## src/sv/osr_pkg.sv

```systemverilog
// shared types, codes and constants for the ordered slot registry
`default_nettype none

package osr_pkg;

    // defaults for the top level parameters
    localparam int NODE_LIMIT_DEF = 12;
    localparam int HALF_SLOTS_DEF = 6;

    // slot index width covers a table of up to MAX_SLOTS slots
    localparam int MAX_SLOTS = 64;
    localparam int SLOT_W    = $clog2(MAX_SLOTS);

    // fixed field widths
    localparam int ACTION_W = 2;
    localparam int NODE_W   = 8;
    localparam int STATUS_W = 3;
    localparam int POS_W    = 4;
    localparam int COUNT_W  = 4;

    // action codes
    localparam logic [ACTION_W-1:0] ACT_REGISTER = 2'd0;
    localparam logic [ACTION_W-1:0] ACT_REMOVE   = 2'd1;
    localparam logic [ACTION_W-1:0] ACT_QUERY    = 2'd2;

    // status codes
    localparam logic [STATUS_W-1:0] ST_OK      = 3'd0;
    localparam logic [STATUS_W-1:0] ST_RANGE   = 3'd1;
    localparam logic [STATUS_W-1:0] ST_DUP     = 3'd2;
    localparam logic [STATUS_W-1:0] ST_FULL    = 3'd3;
    localparam logic [STATUS_W-1:0] ST_MISSING = 3'd4;

    typedef struct packed {
        logic [ACTION_W-1:0] action;
        logic [NODE_W-1:0]   node_id;
    } req_t;

    typedef struct packed {
        logic [STATUS_W-1:0] status;
        logic                is_member;
        logic [POS_W-1:0]    position;
        logic [COUNT_W-1:0]  occupied_count;
        logic                active;
    } rsp_t;

    // record that walks down the cell chain
    typedef struct packed {
        logic                valid;
        logic [ACTION_W-1:0] action;
        logic [NODE_W-1:0]   node_id;
        logic                hit;
        logic [SLOT_W-1:0]   hit_pos;
        logic                free_found;
        logic [SLOT_W-1:0]   free_pos;
    } scan_t;

    // slot update broadcast to every cell
    typedef struct packed {
        logic              set;
        logic              clr;
        logic [SLOT_W-1:0] idx;
        logic [NODE_W-1:0] node_id;
    } commit_t;

endpackage

`default_nettype wire

```

## src/sv/osr_cell.sv

```systemverilog
// one registry slot with its stage of the scan chain
`default_nettype none

module osr_cell import osr_pkg::*; #(
    parameter int NODE_LIMIT = NODE_LIMIT_DEF,
    parameter int CELL_IDX   = 0
) (
    input  wire logic clk,
    input  wire logic rst_n,
    input  scan_t     scan_in,
    output scan_t     scan_out,
    input  commit_t   commit
);

    localparam int ID_W = $clog2(NODE_LIMIT);
    localparam logic [SLOT_W-1:0] MY_IDX = SLOT_W'(CELL_IDX);

    logic [ID_W-1:0] id_reg, id_next;
    logic            used_reg, used_next;
    scan_t           scan_reg, scan_next;
    logic            match;
    logic            sel;

    assign match = used_reg && (NODE_W'(id_reg) == scan_in.node_id);
    assign sel   = (commit.idx == MY_IDX);

    always_comb
    begin
        scan_next = scan_in;
        // keep the lowest matching and the lowest free slot
        if (!scan_in.hit && match)
        begin
            scan_next.hit     = 1'b1;
            scan_next.hit_pos = MY_IDX;
        end
        if (!scan_in.free_found && !used_reg)
        begin
            scan_next.free_found = 1'b1;
            scan_next.free_pos   = MY_IDX;
        end
    end

    always_comb
    begin
        id_next   = id_reg;
        used_next = used_reg;
        if (commit.set && sel)
        begin
            used_next = 1'b1;
            id_next   = ID_W'(commit.node_id);
        end
        else if (commit.clr && sel)
        begin
            used_next = 1'b0;
        end
    end

    always_ff @(posedge clk or negedge rst_n)
    begin
        if (!rst_n)
        begin
            used_reg <= 1'b0;
            scan_reg <= '0;
        end
        else
        begin
            used_reg <= used_next;
            scan_reg <= scan_next;
        end
    end

    always_ff @(posedge clk)
    begin
        id_reg <= id_next;
    end

    assign scan_out = scan_reg;

endmodule

`default_nettype wire

```

## src/sv/osr_ctrl.sv

```systemverilog
// request decision, occupancy count and result register
`default_nettype none

module osr_ctrl import osr_pkg::*; #(
    parameter int NODE_LIMIT = NODE_LIMIT_DEF
) (
    input  wire logic clk,
    input  wire logic rst_n,
    input  wire logic start,
    output logic      busy,
    input  scan_t     scan,
    output commit_t   commit,
    output logic      done,
    output rsp_t      rsp
);

    localparam int CNT_W = $clog2(NODE_LIMIT + 1);

    logic [CNT_W-1:0]    count_reg, count_next;
    logic                busy_reg, busy_next;
    logic                done_reg;
    rsp_t                rsp_reg, rsp_next;
    logic                in_range;
    logic [STATUS_W-1:0] status;
    logic                member;
    logic [SLOT_W-1:0]   pos;

    assign in_range = scan.node_id < NODE_W'(NODE_LIMIT);

    always_comb
    begin
        status         = ST_OK;
        member         = 1'b0;
        pos            = '0;
        count_next     = count_reg;
        commit         = '0;
        commit.node_id = scan.node_id;
        if (!in_range)
        begin
            status = ST_RANGE;
        end
        else
        begin
            case (scan.action)
                ACT_REGISTER:
                begin
                    if (scan.hit)
                    begin
                        status = ST_DUP;
                        member = 1'b1;
                        pos    = scan.hit_pos;
                    end
                    else if (count_reg >= CNT_W'(NODE_LIMIT) || !scan.free_found)
                    begin
                        status = ST_FULL;
                    end
                    else
                    begin
                        member     = 1'b1;
                        pos        = scan.free_pos;
                        commit.set = scan.valid;
                        commit.idx = scan.free_pos;
                        count_next = count_reg + 1'b1;
                    end
                end
                ACT_REMOVE:
                begin
                    if (!scan.hit)
                    begin
                        status = ST_MISSING;
                    end
                    else
                    begin
                        pos        = scan.hit_pos;
                        commit.clr = scan.valid;
                        commit.idx = scan.hit_pos;
                        if (count_reg != '0)
                        begin
                            count_next = count_reg - 1'b1;
                        end
                    end
                end
                default:
                begin
                    // query, and the unused code behaves the same
                    if (scan.hit)
                    begin
                        member = 1'b1;
                        pos    = scan.hit_pos;
                    end
                    else
                    begin
                        status = ST_MISSING;
                    end
                end
            endcase
        end
    end

    always_comb
    begin
        rsp_next.status         = status;
        rsp_next.is_member      = member;
        rsp_next.position       = POS_W'(pos);
        rsp_next.occupied_count = COUNT_W'(count_next);
        rsp_next.active         = (count_next != '0);
    end

    always_comb
    begin
        busy_next = busy_reg;
        if (scan.valid)
        begin
            busy_next = 1'b0;
        end
        else if (start && !busy_reg)
        begin
            busy_next = 1'b1;
        end
    end

    always_ff @(posedge clk or negedge rst_n)
    begin
        if (!rst_n)
        begin
            count_reg <= '0;
            busy_reg  <= 1'b0;
            done_reg  <= 1'b0;
        end
        else
        begin
            busy_reg <= busy_next;
            done_reg <= scan.valid;
            if (scan.valid)
            begin
                count_reg <= count_next;
            end
        end
    end

    always_ff @(posedge clk)
    begin
        if (scan.valid)
        begin
            rsp_reg <= rsp_next;
        end
    end

    assign busy = busy_reg;
    assign done = done_reg;
    assign rsp  = rsp_reg;

endmodule

`default_nettype wire

```

## src/sv/ordered_slot_registry.sv

```systemverilog
// ordered slot registry top level: cell chain and request controller
// one transaction at a time: busy blocks a new start while the scan walks one cell
//   per cycle down the slot chain and then commits the slot update
// reset: asynchronous active-low, every slot free, count zero, no transaction in flight
// results are shown for one cycle on done; the receiver cannot stall them
`default_nettype none

module ordered_slot_registry import osr_pkg::*; #(
    parameter int NODE_LIMIT = NODE_LIMIT_DEF,
    parameter int HALF_SLOTS = HALF_SLOTS_DEF
) (
    input  wire logic clk,
    input  wire logic rst_n,
    input  wire logic start,
    output logic      busy,
    input  req_t      req,
    output logic      done,
    output rsp_t      rsp
);

    // right half is slots 0 .. HALF_SLOTS-1, left half follows
    localparam int TOTAL_SLOTS = 2 * HALF_SLOTS;

    // chain[i] feeds cell i; chain[TOTAL_SLOTS] is the finished scan
    scan_t   chain [0:TOTAL_SLOTS];
    scan_t   launch;
    commit_t commit;

    // launch a fresh scan record into the first cell on an accepted transaction
    always_comb
    begin
        launch            = '0;
        launch.valid      = start && !busy;
        launch.action     = req.action;
        launch.node_id    = req.node_id;
        launch.hit        = 1'b0;
        launch.free_found = 1'b0;
    end

    assign chain[0] = launch;

    // each cell checks its own slot and hands the record on next cycle
    genvar gi;
    generate
        for (gi = 0; gi < TOTAL_SLOTS; gi++)
        begin : g_cell
            osr_cell #(
                .NODE_LIMIT (NODE_LIMIT),
                .CELL_IDX   (gi)
            ) u_cell (
                .clk      (clk),
                .rst_n    (rst_n),
                .scan_in  (chain[gi]),
                .scan_out (chain[gi+1]),
                .commit   (commit)
            );
        end
    endgenerate

    // decide on the finished scan, update at most one slot and register the result
    osr_ctrl #(
        .NODE_LIMIT (NODE_LIMIT)
    ) u_ctrl (
        .clk    (clk),
        .rst_n  (rst_n),
        .start  (start),
        .busy   (busy),
        .scan   (chain[TOTAL_SLOTS]),
        .commit (commit),
        .done   (done),
        .rsp    (rsp)
    );

endmodule

`default_nettype wire
```

## config.mk

```make
export PLATFORM = sky130hd
export DESIGN_NAME = ordered_slot_registry
export DESIGN_NICKNAME = d
export VERILOG_FILES = /design/src/sv/osr_pkg.sv /design/src/sv/osr_cell.sv /design/src/sv/osr_ctrl.sv /design/src/sv/ordered_slot_registry.sv
export SDC_FILE = /design/constraint.sdc
export NUM_CORES = 1
export LEC_CHECK = 0
export CORE_ASPECT_RATIO = 1.25
export CORE_MARGIN = 8
export CORE_UTILIZATION = 30
export CTS_BUF_LIST = sky130_fd_sc_hd__clkbuf_4 sky130_fd_sc_hd__clkbuf_8 sky130_fd_sc_hd__clkbuf_16
export DETAILED_ROUTE_END_ITERATION = 7
export DONT_BUFFER_PORTS = 1
export PLACE_DENSITY = 0.42
export SYNTH_ARGS = -nofsm -noshare
export SYNTH_HDL_FRONTEND = slang
export SYNTH_HIERARCHICAL = 1
export SYNTH_SLANG_ARGS = --single-unit
```

## constraint.sdc

```tcl
create_clock -name clk -period 3.3 [get_ports clk]
set_input_delay 0.165 -clock clk [delete_from_list [all_inputs] [get_ports clk]]
set_output_delay 0.165 -clock clk [all_outputs]
set_load 0.03 [all_outputs]
```

==> flow_metrics.py, run 1 <==
metrics = {
    "status": {
        "status": "complete, but fails checks",
        "violations": "negative hold slack",
    },
    "routing": {
        "drtPass1Iterations": 4,
        "wire_per_inst_um": 15.0,
        "ant_nets": 0,
        "wl_um": 22700,
        "vias": 6406,
        "drt-initial-drc-count": 241,
        "drcViolationCount": 0,
        "vias_per_cell": 4.25,
    },
    "floorplan": {
        "coreArea_um2": 43800,
        "initial_core_util_pct": 30.2,
        "fp.dieW_um": 204,
        "die_h_um": 251,
        "die-area_um2": 51200,
        "rows": 86,
        "num_io_pins": 28,
    },
    "clocking": {
        "cts_tree": "done",
        "cts_hold_buf": 11,
        "clk-insertion-delay-late_ns": 0.53,
        "clk_path_buf_depth": 3,
        "clock-sinks": 379,
        "cts_inserted_buffers": 39,
        "h-tree-depth": 2,
        "cts-root-buf": "clkbuf_16",
        "clk_pin_slew_worst_paths_ns": 0.06,
    },
    "sta": {
        "rsz0062_at_grt": "false",
        "period_share_pct": 92.1,
        "whs_ns": -0.668,
        "skew_ns": 0.0153,
        "period_needed_ns": 3.04,
        "tns_ns": 0,
        "worst_pin_slew_ns": 0.957,
        "hold_viol": 318,
        "report.final.slew_viol_count": 0,
        "slew_headroom_pct": 36.2,
        "setup-violations-final": 0,
        "fmax_mhz": 329,
    },
    "critical_path": {
        "cp_max_fo": 11,
        "required_ns": 3.46,
        "worst-setup-path-type": "reg2reg",
        "start_kind": "register",
        "worstPathArrival_ns": 3.20,
        "critPathCaptureType": "register",
    },
    "final_layout": {
        "largest_register_ffs": 300,
        "antenna_cells": 0,
        "drive_gt1_share_pct": 17.8,
        "area_growth_pct": 17.9,
        "nets": 920,
    },
    "placement": {
        "placement.io_buffers": 0,
        "place_hpwl_um": 14800,
        "place_congestion": 0.711,
    },
    "power_and_ir_drop": {
        "pwr_density_cell_nw_per_um2": 630,
        "irDropWorstVdd_uv": 292,
        "switchingPower_mw": 1.96,
        "leakagePower_nw": 6.59,
        "pwr-share-seq_pct": 51.0,
        "sw_frac_of_total_pct": 19.9,
        "p_int_mw": 7.88,
        "power_frac_clock_pct": 46.7,
        "power_mw": 9.83,
        "pwr-share-comb_pct": 2.3,
    },
    "yosys": {
        "synth_area_per_cell_um2": 16.0,
        "netlist_instances": 828,
        "yosysWarnings": 6,
        "syn_area_um2": 13200,
    },
    "global_routing": {
        "grt_max_degree": 319,
        "overflow": 0,
        "antenna_found_initial": 0,
        "grt_usage_pct": 9.23,
        "grt_pass1_wl_um": 37400,
        "grt_pass1_vias": 6836,
    },
    "worst_hold_path": {
        "min_path_type": "in2async",
    },
    "run": {
        "maxCapViolations": 0,
    },
}
## critical path, stage by stage, from the launching register on
cell and delay (ns):
dfrtp_1 0.35, nor2b_1 0.27, and3_1 0.39, nand2_1 0.11
a21oi_1 0.20, a21boi_0 0.41, buf_4 0.25, nand4b_1 0.15
nor4b_2 0.54
## power groups by stage
stage	clock network, mW	logic (mW)	registers (mW)
finish	4.59	0.223	5.02
global placement	0	0.212	5.11
detailed placement	0	0.213	5.11
CTS	4.77	0.226	5.02
floorplan	0	0.179	5.08
global route	4.95	0.250	5.04
## worst paths after layout
path	startpoint	to	slack [ns]	cells past startpoint
max reg2reg	g_cell[11].u_cell/scan_out[6]$_DFF_PN0_	g_cell[11].u_cell/id_reg[2]$_DFFE_PP_	0.26	8
min reg2reg	g_cell[4].u_cell/scan_out[22]$_DFF_PN0_	g_cell[5].u_cell/scan_out[22]$_DFF_PN0_	0.34	0
min	rst_n	u_ctrl/count_reg[3]$_DFFE_PN0P_	-0.67	0
max	g_cell[11].u_cell/scan_out[6]$_DFF_PN0_	g_cell[11].u_cell/id_reg[2]$_DFFE_PP_	0.26	8
max in group asynchronous	rst_n	g_cell[1].u_cell/scan_out[8]$_DFF_PN0_	3.18	0
min in group clk	req[0]	g_cell[0].u_cell/scan_out[13]$_DFF_PN0_	0.10	3
## per-stage QoR
step,cell area [um^2],setup slack [ns],utilization (%),hold slack (ns),cells
2_1_floorplan,13300,0.222,-,-0.131,843
4_1_cts,15600,0.154,35.6,-0.696,1507
5_1_grt,15600,0.0683,35.7,-0.700,1507
3_5_place_dp,14100,0.182,32.2,-0.114,1425
3_3_place_gp,14100,0.236,32.2,-0.117,1425
6_report,15600,0.262,35.7,-0.668,1507
## layout by cell type (no fill, tap or decap), types with 8 or more instances in the layout
| cell | count |
|---|---|
| dfrtp_1 | 318 |
| edfxtp_1 | 61 |
| nor2b_1 | 57 |
| clkbuf_16 | 43 |
| a21boi_0 | 42 |
| xor2_1 | 30 |
| inv_1 | 28 |
| a21o_1 | 26 |
| nor2_1 | 22 |
| buf_4 | 22 |
| or2_2 | 20 |
| nor3_1 | 19 |
| conb_1 | 16 |
| nand2b_1 | 16 |
| o21bai_1 | 16 |
| nor4b_1 | 15 |
| nor4_4 | 12 |
| nand2_1 | 12 |
| or4_4 | 11 |
| dlygate4sd3_1 | 11 |
| a2111oi_2 | 10 |
| xnor2_1 | 8 |
| a21boi_1 | 8 |
| a21oi_1 | 8 |
## timing repair
item                                    4_1_cts  5_1_grt
gates resized for setup                       0        1
setup buffers                                 0        0
endpoints found under the setup margin        0        2
hold endpoints to repair                    331      318
## routing by layer
layer | part of all wire [%] | GRT usage (%)
met3 | 3.9 | 2.16
met4 | 2.5 | 3.36
met5 | 0 | 0
met2 | 56 | 17.4
met1 | 37 | 9.80
## final cells by class
type / instances / area, um^2
multi-input cells: 424 / 3340
clock buffers: 57 / 1220
clock inverters: 14 / 161
well taps: 572 / 716
inverters: 28 / 105
fillers: 4131 / 28200
repair buffers: 33 / 275
flip-flops and latches: 379 / 9790
No activity file was read; power rests on OpenSTA's default activity.
==> run 2: changes to the inputs <==
--- a/config.mk
+++ b/config.mk
@@ -5,6 +5,7 @@
 export SDC_FILE = /design/constraint.sdc
 export NUM_CORES = 1
 export LEC_CHECK = 0
+export ABC_AREA = 1
 export CORE_ASPECT_RATIO = 1.25
 export CORE_MARGIN = 8
 export CORE_UTILIZATION = 30
==> run 2 against run 1 <==
The run still ends with negative hold slack left. Synthesized area is 3.2% higher. Via count is 21% higher. Combinational power is 11% lower. Clock power is 4% higher. Critical endpoint unchanged. Critical path depth is 2 higher. Sequential share of layout area is 1.7 points lower. Core utilization hardly changed. Clock skew is 0.0033 ns lower. Wire length is 2.2% higher. Setup slack better by 0.45 ns. Hold slack worse by 0.021 ns.
==> flow_metrics.py, run 2 <==
metrics = {
    "routing": {
        "wl_met1_um": 8350,
        "wire_per_inst_um": 11.8,
        "wl_met2_um": 12300,
        "wl_um": 23200,
        "vias": 7732,
        "vias_per_cell": 3.94,
        "ant_nets": 0,
        "routed.top_layer": "met4",
        "drcViolationCount": 0,
        "wl_met3_um": 1160,
        "drt-initial-drc-count": 520,
        "drtPass1Iterations": 4,
    },
    "floorplan": {
        "initial_core_util_pct": 30.3,
        "num_io_pins": 28,
        "rows": 87,
        "coreArea_um2": 45100,
        "die_h_um": 255,
        "die-area_um2": 52700,
        "fp.dieW_um": 207,
    },
    "yosys": {
        "netlist_instances": 1281,
        "syn_area_um2": 13700,
        "yosysWarnings": 6,
        "synth_area_per_cell_um2": 10.7,
    },
    "global_routing": {
        "grt_usage_pct": 9.57,
        "overflow": 0,
        "grt_pass1_wl_um": 39400,
        "grt_pass1_vias": 8050,
        "antenna_found_initial": 0,
        "grt_max_degree": 319,
    },
    "critical_path": {
        "start_kind": "register",
        "required_ns": 3.52,
        "rrSetupSlack_ns": 0.71,
        "cp_max_fo": 14,
        "worstPathArrival_ns": 2.81,
        "worst-setup-path-type": "reg2reg",
        "critPathCaptureType": "register",
        "rr_endpoint": "g_cell[11].u_cell/id_reg[2]$_DFFE_PP_",
        "timing.rr.start": "g_cell[11].u_cell/scan_out[17]$_DFF_PN0_",
        "reg2regPathDepth": 10,
    },
    "power_and_ir_drop": {
        "pwr_density_cell_nw_per_um2": 624,
        "power_mw": 10.0,
        "leakagePower_nw": 7.77,
        "irDropWorstVdd_uv": 353,
    },
    "sta": {
        "slew_headroom_pct": 32.0,
        "report.final.slew_viol_count": 0,
        "rsz0062_at_grt": "false",
        "period_share_pct": 78.5,
        "period_needed_ns": 2.59,
        "fmax_mhz": 386,
        "worst_pin_slew_ns": 1.02,
        "skew_ns": 0.0120,
        "tns_ns": 0,
        "hold_viol": 318,
        "whs_ns": -0.689,
        "setup-violations-final": 0,
    },
    "clocking": {
        "cts_hold_buf": 11,
        "cts_resized": 0,
        "clock-sinks": 379,
        "cts_inserted_buffers": 43,
        "clk-insertion-delay-late_ns": 0.55,
        "h-tree-depth": 2,
        "clk_path_buf_depth": 3,
        "cts-root-buf": "clkbuf_16",
        "post_cts.repair.setup_buffers": 0,
        "clk_pin_slew_worst_paths_ns": 0.06,
        "cts_tree": "done",
    },
    "final_layout": {
        "final_cell_mix": "dfrtp_1 (318), inv_1 (278), nand2_1 (238)",
        "final_common_cell": "dfrtp_1",
        "antenna_cells": 0,
        "final_cells": 1964,
        "utilization_pct": 35.6,
        "area_growth_pct": 17.4,
        "nets": 1369,
        "largest_register_ffs": 300,
        "drive_gt1_share_pct": 11.4,
    },
    "placement": {
        "placement.io_buffers": 0,
        "place_inst": 1876,
        "place_congestion": 0.773,
        "place_hpwl_um": 15200,
    },
    "worst_hold_path": {
        "min_path_type": "in2async",
    },
    "status": {
        "violations": "negative hold slack",
        "status": "complete, but fails checks",
    },
    "run": {
        "maxCapViolations": 0,
    },
}
[run 2: changes by cell type in the layout (fill, tap and decap cells not counted), sizes merged, moves of 24 or more]
cell | previous run | this run
nand2 | 13 | 244
inv | 30 | 281
a21o | 26 | 0
nand4 | 0 | 24
nor2 | 24 | 255
xor2 | 30 | 0
nor2b | 58 | 0
a21boi | 50 | 0
[run 2: cell type report]
| cell class | instances | area (um^2) |
|---|---|---|
| Fill cell | 4537 | 29000 |
| Sequential cell | 379 | 9790 |
| Inverter | 280 | 1050 |
| Multi-Input combinational cell | 631 | 2850 |
| Tap cell | 578 | 723 |
| Clock buffer | 66 | 1360 |
| Timing Repair Buffer | 19 | 170 |
| Clock inverter | 11 | 105 |
[run 2: worst max-delay path by stage]
stage,endpoint,slack (ns),startpoint
finish,g_cell[11].u_cell/id_reg[2]$_DFFE_PP_,0.71,g_cell[11].u_cell/scan_out[17]$_DFF_PN0_
global route,g_cell[11].u_cell/id_reg[0]$_DFFE_PP_,0.36,g_cell[11].u_cell/scan_out[17]$_DFF_PN0_
CTS,g_cell[11].u_cell/id_reg[0]$_DFFE_PP_,0.67,g_cell[11].u_cell/scan_out[17]$_DFF_PN0_
detailed placement,g_cell[11].u_cell/id_reg[3]$_DFFE_PP_,0.69,g_cell[11].u_cell/scan_out[17]$_DFF_PN0_
global placement,g_cell[11].u_cell/id_reg[1]$_DFFE_PP_,0.74,g_cell[11].u_cell/scan_out[17]$_DFF_PN0_
floorplan,g_cell[11].u_cell/id_reg[0]$_DFFE_PP_,0.95,u_ctrl/count_reg[2]$_DFFE_PN0P_
[run 2: report_power, final]
group	internal, mW	leakage (nW)	switching (mW)
clock network	2.99	0.738	1.79
registers	4.93	4.37	0.0866
logic	0.0861	2.66	0.113
total	8.01	7.77	1.99
[run 2: through the flow]
| stage | instance area (um^2) | setup WS, ns |
|---|---|---|
| after floorplan | 13700 | 0.946 |
| after global placement | 14500 | 0.735 |
| after detailed placement | 14500 | 0.692 |
| after CTS | 16000 | 0.671 |
| after global routing | 16000 | 0.356 |
| final | 16000 | 0.708 |
[run 2: worst max-delay path, stage by stage, from the launching register on]
cell and delay, ns:
dfrtp_1 0.54, nand2_1 0.19, nand3_2 0.28, inv_1 0.25, nand2_1 0.10, a21oi_1 0.14, buf_4 0.22, inv_1 0.06
nor2_1 0.08, nand4_1 0.12, nor2_1 0.29
[run 2: layer usage]
metal | vias to the layer above | track usage (%)
met2 | 138 | 17.5
li1 | 3925 | -
met4 | 0 | 6.91
met1 | 3589 | 9.34
met3 | 80 | 2.17
met5 | - | 0
==> run 3: changes to the inputs <==
==> constraint.sdc (replaced) <==
create_clock -name clk -period 2.2 [get_ports clk]
set_input_delay 0.11 -clock clk [delete_from_list [all_inputs] [get_ports clk]]
set_output_delay 0.11 -clock clk [all_outputs]
set_load 0.03 [all_outputs]
==> run 3 against run 2 <==
The flow still finishes with violations (negative hold slack). Non-clock buffer count up 31. First-iteration DRC count decreased by 21%. Core utilization up 0.80 points. Combinational power up 66%. Sequential cell count did not move. Fmax rose by 20%. Cell area increased by 2.2%. Clock power is 42% higher. Wire length increased by 2.6%. Sequential power up 50%. Hold slack lost 0.055 ns. Cell count rose by 1.5%. Highest routed layer unchanged.
==> flow_metrics.py, run 3 (same netlist as run 2, synthesis figures left out) <==
metrics = {
    "status": {
        "status": "complete, but fails checks",
        "violations": "negative hold slack",
    },
    "final_layout": {
        "utilization_pct": 36.4,
        "nets": 1398,
        "area_growth_pct": 20.1,
        "fill_cells": 4434,
        "drive_gt1_share_pct": 15.4,
        "final_common_cell": "dfrtp_1",
        "multi_input_area_um2": 3000,
        "antenna_cells": 0,
        "regArea_um2": 9790,
        "final_cell_mix": "dfrtp_1 (318), inv_1 (272), nand2_1 (234)",
        "largest_register_ffs": 300,
    },
    "power_and_ir_drop": {
        "p_int_mw": 11.6,
        "leakagePower_nw": 7.89,
        "pwr-share-seq_pct": 51.2,
        "power_mw": 14.7,
        "sw_frac_of_total_pct": 20.9,
        "pwr_density_cell_nw_per_um2": 894,
        "pwr-share-comb_pct": 2.2,
        "power_frac_clock_pct": 46.5,
        "irDropWorstVdd_uv": 522,
        "switchingPower_mw": 3.07,
    },
    "placement": {
        "placement.io_buffers": 0,
        "place_congestion": 0.792,
        "place_hpwl_um": 15200,
    },
    "clocking": {
        "clock-sinks": 379,
        "clk_pin_slew_worst_paths_ns": 0.06,
        "cts_hold_buf": 11,
        "cts_inserted_buffers": 41,
        "clk_path_buf_depth": 3,
        "cts_tree": "done",
        "cts-root-buf": "clkbuf_16",
        "h-tree-depth": 2,
        "clk-insertion-delay-late_ns": 0.57,
    },
    "global_routing": {
        "grt_usage_pct": 9.50,
        "antenna_found_initial": 0,
        "grt_max_degree": 319,
        "overflow": 0,
        "grt_pass1_vias": 7773,
        "grt_pass1_wl_um": 39000,
    },
    "routing": {
        "wire_per_inst_um": 11.9,
        "drt-initial-drc-count": 411,
        "drcViolationCount": 0,
        "ant_nets": 0,
        "drtPass1Iterations": 5,
        "vias_per_cell": 3.89,
        "wl_um": 23800,
        "vias": 7757,
    },
    "sta": {
        "whs_ns": -0.744,
        "worst_pin_slew_ns": 0.630,
        "period_share_pct": 98.2,
        "rsz0062_at_grt": "true",
        "tns_ns": 0,
        "report.final.slew_viol_count": 0,
        "setup-violations-final": 0,
        "period_needed_ns": 2.16,
        "hold_viol": 318,
        "slew_headroom_pct": 58.0,
        "fmax_mhz": 463,
        "skew_ns": 0.0287,
    },
    "floorplan": {
        "rows": 87,
        "fp.dieW_um": 207,
        "die_h_um": 255,
        "num_io_pins": 28,
        "die-area_um2": 52700,
        "coreArea_um2": 45100,
        "initial_core_util_pct": 30.3,
    },
    "critical_path": {
        "cp_max_fo": 6,
        "worst-setup-path-type": "reg2reg",
        "required_ns": 2.45,
        "critPathCaptureType": "register",
        "start_kind": "register",
        "worstPathArrival_ns": 2.41,
    },
    "worst_hold_path": {
        "min_path_type": "in2async",
    },
    "run": {
        "maxCapViolations": 0,
    },
}
run 3: cell types whose count changed in the layout (fill, tap and decap cells not counted), moves of 4 or more:
| cell | previous run | this run |
|---|---|---|
| a21oi_1 | 13 | 9 |
| clkbuf_8 | 10 | 5 |
| buf_6 | 0 | 4 |
| nor2_1 | 218 | 205 |
| nand2_1 | 238 | 234 |
| nor2_4 | 12 | 24 |
| inv_2 | 2 | 6 |
| clkbuf_16 | 46 | 42 |
| clkbuf_4 | 10 | 14 |
| inv_1 | 278 | 272 |
| buf_4 | 8 | 32 |
run 3: final timing paths:
| path | slack [ns] | cells after the start | start | to |
|---|---|---|---|---|
| max in group asynchronous | 2.40 | 0 | rst_n | g_cell[7].u_cell/scan_out[8]$_DFF_PN0_ |
| min | -0.74 | 0 | rst_n | u_ctrl/count_reg[0]$_DFFE_PN0P_ |
| max reg2reg | 0.04 | 12 | u_ctrl/count_reg[2]$_DFFE_PN0P_ | g_cell[10].u_cell/id_reg[1]$_DFFE_PP_ |
| max | 0.04 | 12 | u_ctrl/count_reg[2]$_DFFE_PN0P_ | g_cell[10].u_cell/id_reg[1]$_DFFE_PP_ |
| min reg2reg | 0.34 | 0 | g_cell[3].u_cell/scan_out[23]$_DFF_PN0_ | g_cell[4].u_cell/scan_out[23]$_DFF_PN0_ |
| min in group clk | 0.12 | 1 | req[9] | g_cell[0].u_cell/scan_out[23]$_DFF_PN0_ |
run 3: layer usage:
layer	vias to the layer above	wire, um	global-route usage [%]
li1	3987	-	-
met3	57	969	2.21
met2	107	12500	17.1
met5	-	0	0
met4	0	1010	5.68
met1	3606	9310	10.0
run 3: critical path: stages (launching register included):
cell and delay (ns):
dfrtp_1 0.39, nand2_2 0.12, nand2_4 0.07, nor2_4 0.14
nand3_4 0.12, nor2_4 0.12, inv_2 0.06, nand2_2 0.06
nand2_2 0.07, a21oi_4 0.15, buf_6 0.15, nand4_1 0.20
nor2_4 0.21
run 3: power groups by stage:
stage / Clock [mW] / Combinational [mW] / Sequential, mW
after floorplan: 0 / 0.249 / 7.62
after global placement: 0 / 0.300 / 7.65
after detailed placement: 0 / 0.301 / 7.66
after CTS: 7.10 / 0.323 / 7.52
after global routing: 7.36 / 0.390 / 7.55
final: 6.82 / 0.330 / 7.52
run 3: metrics by stage:
step,cell area (um^2),setup slack [ns],cells,hold slack (ns)
3_5_place_dp,14600,-0.0212,1892,-0.172
5_1_grt,16400,-0.0827,1994,-0.775
3_3_place_gp,14600,0.0569,1892,-0.173
6_report,16400,0.0392,1994,-0.744
4_1_cts,16100,0.0210,1979,-0.791
2_1_floorplan,13700,-0.0690,1296,-0.186
run 3: final cells by class:
type	count	area share (%)
multi-input cells	631	18.3
clock buffers	60	7.31
well taps	578	4.41
repair buffers	50	2.81
inverters	280	6.44
flip-flops and latches	379	59.7
clock inverters	16	1.07
run 3: what timing repair did:
item / 4_1_cts / 5_1_grt
cloned: 0 / 1
gates resized for setup: 7 / 43
endpoints found under the setup margin: 26 / 51
hold endpoints to repair: 331 / 318
buffers inserted: 0 / 14
pin swaps: 0 / 19
